[src/sha256_pkg.sv]
// sha256 shared types, constants and rotate helper
// no dependencies
`timescale 1ns / 1ps
package sha256_pkg;
	typedef struct packed {
		logic [31:0] data_word;
		logic [2:0]  byte_count;
		logic        last_flag;
	} in_item_t;

	typedef struct packed {
		logic [31:0] digest_word;
		logic [2:0]  word_index;
		logic        last_digest;
	} out_item_t;

	// front-to-back command: a full block, optionally the final one
	typedef struct packed {
		logic [511:0] block;
		logic         final_blk;
	} blk_cmd_t;

	localparam logic [31:0] IV [8] = '{
		32'h6a09e667, 32'hbb67ae85, 32'h3c6ef372, 32'ha54ff53a,
		32'h510e527f, 32'h9b05688c, 32'h1f83d9ab, 32'h5be0cd19};

	localparam logic [31:0] K [64] = '{
		32'h428a2f98,32'h71374491,32'hb5c0fbcf,32'he9b5dba5,32'h3956c25b,32'h59f111f1,
		32'h923f82a4,32'hab1c5ed5,32'hd807aa98,32'h12835b01,32'h243185be,32'h550c7dc3,
		32'h72be5d74,32'h80deb1fe,32'h9bdc06a7,32'hc19bf174,32'he49b69c1,32'hefbe4786,
		32'h0fc19dc6,32'h240ca1cc,32'h2de92c6f,32'h4a7484aa,32'h5cb0a9dc,32'h76f988da,
		32'h983e5152,32'ha831c66d,32'hb00327c8,32'hbf597fc7,32'hc6e00bf3,32'hd5a79147,
		32'h06ca6351,32'h14292967,32'h27b70a85,32'h2e1b2138,32'h4d2c6dfc,32'h53380d13,
		32'h650a7354,32'h766a0abb,32'h81c2c92e,32'h92722c85,32'ha2bfe8a1,32'ha81a664b,
		32'hc24b8b70,32'hc76c51a3,32'hd192e819,32'hd6990624,32'hf40e3585,32'h106aa070,
		32'h19a4c116,32'h1e376c08,32'h2748774c,32'h34b0bcb5,32'h391c0cb3,32'h4ed8aa4a,
		32'h5b9cca4f,32'h682e6ff3,32'h748f82ee,32'h78a5636f,32'h84c87814,32'h8cc70208,
		32'h90befffa,32'ha4506ceb,32'hbef9a3f7,32'hc67178f2};

	localparam logic [7:0] PAD_BYTE = 8'h80;
	localparam logic [5:0] LEN_POS  = 6'd56;

	function automatic logic [31:0] ror(input logic [31:0] x, input int n);
		ror = (x >> n) | (x << (32 - n));
	endfunction
endpackage

[src/sha256_back.sv]
// back: 64-round compression, one round per cycle, and digest output queue
// depends on sha256_pkg
`timescale 1ns / 1ps
module sha256_back import sha256_pkg::*; (
	input  logic      clk,
	input  logic      arst_n,
	input  logic      cmd_valid,
	output logic      cmd_ready,
	input  blk_cmd_t  cmd,
	output logic      empty,
	input  logic      pop,
	output out_item_t out_item
);
	typedef enum logic [1:0] {B_IDLE, B_RUN, B_ADD, B_OUT} state_t;

	state_t      state_q;
	logic [31:0] h_q [8];
	logic [31:0] v_q [8];
	logic [31:0] w_q [16];
	logic [5:0]  rnd_q;
	logic        fin_q;
	logic [2:0]  oidx_q;

	logic [31:0] t1, t2, s0, s1, wn;

	assign cmd_ready = (state_q == B_IDLE);
	assign empty = (state_q != B_OUT);
	assign out_item.digest_word = h_q[oidx_q];
	assign out_item.word_index = oidx_q;
	assign out_item.last_digest = (oidx_q == 3'd7);

	always_comb begin
		t1 = v_q[7] + (ror(v_q[4], 6) ^ ror(v_q[4], 11) ^ ror(v_q[4], 25))
			+ ((v_q[4] & v_q[5]) ^ (~v_q[4] & v_q[6])) + K[rnd_q] + w_q[0];
		t2 = (ror(v_q[0], 2) ^ ror(v_q[0], 13) ^ ror(v_q[0], 22))
			+ ((v_q[0] & v_q[1]) ^ (v_q[0] & v_q[2]) ^ (v_q[1] & v_q[2]));
		s0 = ror(w_q[1], 7) ^ ror(w_q[1], 18) ^ (w_q[1] >> 3);
		s1 = ror(w_q[14], 17) ^ ror(w_q[14], 19) ^ (w_q[14] >> 10);
		wn = s1 + w_q[9] + s0 + w_q[0];
	end

	always_ff @(posedge clk or negedge arst_n) begin
		if (!arst_n) begin
			state_q <= B_IDLE;
			for (int i = 0; i < 8; i++) h_q[i] <= IV[i];
			rnd_q <= '0;
			fin_q <= 1'b0;
			oidx_q <= '0;
		end else begin
			unique case (state_q)
				B_IDLE: begin
					if (cmd_valid) begin
						for (int i = 0; i < 16; i++) w_q[i] <= cmd.block[511 - 32*i -: 32];
						for (int i = 0; i < 8; i++) v_q[i] <= h_q[i];
						fin_q <= cmd.final_blk;
						rnd_q <= '0;
						state_q <= B_RUN;
					end
				end
				B_RUN: begin
					// message schedule slides as a 16-word window
					for (int i = 0; i < 15; i++) w_q[i] <= w_q[i+1];
					w_q[15] <= wn;
					for (int i = 1; i < 8; i++)
						if (i != 4) v_q[i] <= v_q[i-1];
					v_q[4] <= v_q[3] + t1;
					v_q[0] <= t1 + t2;
					rnd_q <= rnd_q + 6'd1;
					if (rnd_q == 6'd63) state_q <= B_ADD;
				end
				B_ADD: begin
					for (int i = 0; i < 8; i++) h_q[i] <= h_q[i] + v_q[i];
					oidx_q <= '0;
					state_q <= fin_q ? B_OUT : B_IDLE;
				end
				B_OUT: begin
					if (pop) begin
						oidx_q <= oidx_q + 3'd1;
						if (oidx_q == 3'd7) begin
							for (int i = 0; i < 8; i++) h_q[i] <= IV[i];
							state_q <= B_IDLE;
						end
					end
				end
				default: state_q <= B_IDLE;
			endcase
		end
	end
endmodule
[config.mk]
export PLATFORM = sky130hd
export DESIGN_NAME = sha256_back
export DESIGN_NICKNAME = d
export VERILOG_FILES = /design/src/sha256_pkg.sv /design/src/sha256_back.sv
export SDC_FILE = /design/constraint.sdc
export NUM_CORES = 2
export LEC_CHECK = 0
export BUFFER_PORTS_ARGS = -buffer_cell sky130_fd_sc_hd__buf_4
export CORE_MARGIN = 10
export CORE_UTILIZATION = 55
export CTS_BUF_LIST = sky130_fd_sc_hd__clkbuf_4 sky130_fd_sc_hd__clkbuf_8
export DETAILED_ROUTE_END_ITERATION = 8
export HOLD_SLACK_MARGIN = 0.15
export PLACE_DENSITY = 0.87
export SKIP_LAST_GASP = 1
export SYNTH_ARGS = -nofsm -noshare
export SYNTH_HDL_FRONTEND = slang
export SYNTH_SLANG_ARGS = --single-unit
[constraint.sdc]
create_clock -name clk -period 31.2 [get_ports clk]
set_input_delay 1.56 -clock clk [delete_from_list [all_inputs] [get_ports clk]]
set_output_delay 1.56 -clock clk [all_outputs]
set_load 0.01 [all_outputs]
## Yosys cells after proc, flatten, opt, wreduce, memory -nomap -nowiden

Memory sizes are Yosys's and may differ from the RTL's.
Index checks and enable logic that the tools add are counted.

- Register bits: 268
- Bits in writable memories: 768
- ROM bits: 2048
- Bits of input ports: 517
- Output and inout port bits: 38
- Logic and storage cells: 157
- Memories: 3

- Add/sub/neg operators: 20
- $lt $le $gt $ge: 2
- Equal/unequal tests: 10
- Multiplexer cells: 47
- Bitwise operators: 53
- Reduce and logical (&&, ||, !) cells: 10

Memories:

| memory | words | width | rd ports | clocked after memory_dff | write ports | line | text |
|---|---|---|---|---|---|---|---|
| (no name shown) | 64 | 32 | 1 | 0 | 0 | sha256_back.sv:34 | `+ ((v_q[4] & v_q[5]) ^ (~v_q[4] & v_q[6])) + K[rnd_q] + w_q[0];` |
| w_q | 16 | 32 | 16 | 0 | 16 | sha256_back.sv:19 | `logic [31:0] w_q [16];` |
| v_q | 8 | 32 | 8 | 0 | 8 | sha256_back.sv:18 | `logic [31:0] v_q [8];` |

Operator list:

| cell | count |
|---|---|
| 2-to-1 mux 32 bit | 28 |
| adder 32 bit | 18 |
| 2-to-1 mux 256 bit | 2 |
| case mux 256 bit (2 select lines) | 1 |
| XOR 32 bit | 9 |
| AND 32 bit | 5 |
| binary-select mux 32 bit (select 3 bit) | 1 |
| NOT 32 bit | 1 |
| bitwise OR 10 x 32 -> 32 bit | 1 |
| bitwise OR 13 x 32 -> 32 bit | 1 |
| bitwise OR 14 x 32 -> 32 bit | 1 |
| bitwise OR 15 x 32 -> 32 bit | 1 |
| bitwise OR 19 x 32 -> 32 bit | 1 |
| bitwise OR 21 x 32 -> 32 bit | 1 |
| bitwise OR 25 x 32 -> 32 bit | 1 |
| bitwise OR 26 x 32 -> 32 bit | 1 |
| bitwise OR 30 x 32 -> 32 bit | 1 |
| bitwise OR 7 x 32 -> 32 bit | 1 |
| XOR 32 x 22 -> 32 bit | 1 |
| XOR 32 x 29 -> 32 bit | 1 |
| bitwise OR 1 bit | 24 |
| case mux 6 bit (2 select lines) | 1 |
| 2-to-1 mux 2 bit | 5 |
| != test 2 bit, second input constant | 5 |
| other kinds (21) | 30 |

## Logic depth before layout (Yosys ltp)

- Depth after elaboration: 9
- Depth in mapped cells: 42

## Least setup slack after synthesis

No wires, ideal clock.

- Path kind: input to register
- Start point: in cmd_valid
- End point: mem v_q[0][0], enable pin
- Library setup time: 1925 ps
- Arrival time: 33483 ps
- Required time: 29275 ps
- Slack: -4208 ps
- Stages: 2
- Buffers on the path: 0
- Cell sequence: o21bai_1 -> nor2_1

RTL lines:

| element | line | text |
|---|---|---|
| start: declaration | sha256_back.sv:7 | `input logic cmd_valid,` |
| end: declaration | sha256_back.sv:18 |  |

==> impl_metrics.env <==
export IMPL_worst_path_max_fanout=13
export IMPL_hold_path_class="flop to flop"
export IMPL_postSynthCellCount=6762
export IMPL_final_cells=9155
export IMPL_worst_margin_slew_ps=1180
export IMPL_globalplace_congestion=1.02
export IMPL_detailedRoute_firstPassIterationCount=8
export IMPL_nets=8350
export IMPL_syn_mean_instance_area_sq_um=10.5
export IMPL_grt_max_degree=187
export IMPL_clk_insertion_delay_late_ps=950
export IMPL_via_per_inst=6.33
export IMPL_routed_wl_um=257000
export IMPL_placement_rows=131
export IMPL_synth_top_area_share_pct=32.4
export IMPL_setup_total_negative_slack_ps=0
export IMPL_dpl_instance_area_sq_um=77000
export IMPL_vias=58000
export IMPL_cp_slowest_cell="ha_1"
export IMPL_category_of_the_most_critical_setup_path="flop to flop"
export IMPL_tritoncts_num_sinks=1036
export IMPL_cp_end_kind="flop"
export IMPL_achievable_frequency_mhz=98.1
export IMPL_synth_top_flop_cell="edfxtp_1"
export IMPL_floorplan_initialDensity_pct=55.6
export IMPL_fillerInstances=9871
export IMPL_synth_commonest_cells="nand2_1 (962), edfxtp_1 (768), mux2_2 (540), a21oi_1 (465), o21ai_0 (412)"
export IMPL_count_of_buffer_and_inverter_cells_on_the_critical_path=6
export IMPL_relSlewSlack_pct=21.0
export IMPL_ffs_latches_synth=1036
export IMPL_cts_buffer_depth=3
export IMPL_post_cts_resize_count=0
export IMPL_proportion_of_layout_cells_with_a_drive_suffix_above_1_pct=23.1
export IMPL_yosysMostFrequentCell="nand2_1"
export IMPL_grt_overflow_total=0
export IMPL_die_area_sq_um=144000
export IMPL_run_status="completed"
export IMPL_chipHeight_um=380
export IMPL_num_io_pins=555
export IMPL_detail_route_iter0_violations=6398
export IMPL_cts_clk_slew_worst_paths_ps=60
export IMPL_grt_antenna_before_repair=37
export IMPL_cts_htree_levels=4
export IMPL_detail_route_antenna_nets=0
export IMPL_place_ws_ps=21200
export IMPL_synth_cell_area_sq_um=71200
export IMPL_cp_data_required_time_ps=31840
export IMPL_average_detailed_routed_wire_length_per_instance_um=28.1
export IMPL_synth_lib_cells_used_distinct=85
export IMPL_finalSetupViolations=0
export IMPL_stdcell_area_sq_um=80900
export IMPL_maxCapViolCount=0
export IMPL_worstSetupStartpointType="flop"
export IMPL_globalRouteTotalUtil_pct=34.2
export IMPL_place_hpwl_um=196000
export IMPL_cts_tree="done"
export IMPL_slowest_cell_delay_on_critical_path_ps=590
export IMPL_number_of_cts_inserted_buffers=181
export IMPL_maxSlewViolCount=0
export IMPL_synth_edff_count=768
export IMPL_path_delay_family="adder cells"
export IMPL_finalWorstSetupSlack_ps=21010
export IMPL_layout_worst_path_cycle_share_pct=32.7
export IMPL_grt_pass1_wl_um=374000
export IMPL_post_cts_buffers=0
export IMPL_placedCellCount=8792
export IMPL_skew_ps=63.7
export IMPL_unrepaired_setup_endpoints_after_global_routing="no"
export IMPL_synth_async_reset_ratio_pct=25.9
export IMPL_synth_largest_area_cell="edfxtp_1"
export IMPL_timing_final_crit_period_ps=10190
export IMPL_critical_path_arrival_ps=10830
export IMPL_port_buffers=554
export IMPL_holdBufCountCts=0
export IMPL_flow_area_growth_from_synthesis_pct=13.6
export IMPL_grt_pass1_vias=57800
export IMPL_synth_yosys_seq_area_share_pct=42.0
export IMPL_core_area_sq_um=128000
export IMPL_drc=0
export IMPL_yosys_warnings=0
export IMPL_clock_root_buffer="clkbuf_8"
export IMPL_die_width_um=380
export IMPL_post_synth_main_area_contributors="edfxtp_1 (32%), mux2_2 (8.5%), ha_1 (6.9%), fa_1 (5.5%), nand2_1 (5.1%)"
export IMPL_synthesis_nets=7866
export IMPL_timing_hold_violations_final=0
[final cells by class]
| cell class | instances | area (sq um) | area share, % |
|---|---|---|---|
| sequential | 1036 | 30000 | 37.0 |
| multi-input combinational | 5096 | 39000 | 48.2 |
| antenna | 27 | 67.6 | 0.0835 |
| timing repair buffer | 616 | 4680 | 5.79 |
| clock inverter | 78 | 726 | 0.897 |
| inverter | 315 | 1180 | 1.46 |
| clock buffer | 258 | 3130 | 3.87 |
| tap | 1729 | 2160 | 2.67 |
[state kept, by name, indices dropped and copies added, names as in the netlist]
| signal | flops |
|---|---|
| fin_q | 1 |
| h_q | 256 |
| oidx_q | 3 |
| rnd_q | 6 |
| state_q | 2 |
| v_q | 256 |
| w_q | 512 |
[cells in the final DEF, fill, tap and decap left out, types with 195 or more instances in the layout]
cell type / netlist / routed
nand2_1: 962 / 959
edfxtp_1: 768 / 768
buf_4: 0 / 611
mux2_2: 540 / 540
a21oi_1: 465 / 465
o21ai_0: 412 / 412
ha_1: 392 / 392
xnor2_1: 367 / 367
nor2_1: 340 / 338
inv_1: 311 / 310
a21o_1: 211 / 211
xor2_1: 203 / 203
fa_1: 195 / 195
[through the flow]
stage	utilization [%]	hold slack, ps
after floorplan	-	460
after global placement	60.1	494
after detailed placement	60.1	500
after CTS	63.1	483
after global routing	63.2	489
final	63.2	513
[kinds of logic (layout without fill, tap and decap cells)]
group,after synthesis,after routing,synth area share [%]
muxes,629,629,11.0
adders and majority gates,590,590,12.4
xor gates and xnor gates,571,571,7.04
DFF,1036,1036,42.0
AOI/OAI and AO/OA,1548,1548,13.5
other,0,27,0
and+or+nand+nor,1758,1758,10.7
buffers and inverters,630,1267,3.32
[path summary, 6_finish.rpt]
path | depth (start not counted) | startpoint | to | slack (ps)
max in group asynchronous | 3 | arst_n | h_q[190] | 28720
worst max-delay path | 38 | rnd_q[1] | v_q[0][31] | 21010
worst min register to register | 1 | fin_q | fin_q | 510
worst min-delay path | 1 | fin_q | fin_q | 510
worst max register to register | 38 | rnd_q[1] | v_q[0][31] | 21010
min in group asynchronous | 1 | arst_n | h_q[130] | 520
[metal layers]
metal | vias up | part of all wire [%] | wire length [um] | track usage, %
li1 | 25400 | - | - | -
met4 | 24 | 6.6 | 17000 | 19.6
met3 | 785 | 10 | 25900 | 8.65
met1 | 28300 | 35 | 90900 | 40.2
met2 | 3490 | 48 | 123000 | 56.9
met5 | - | 0.071 | 184 | 0
Power is left out: the tool's default activity adds up to more than one toggle a clock period on the data nets, which glitch-free logic cannot reach.
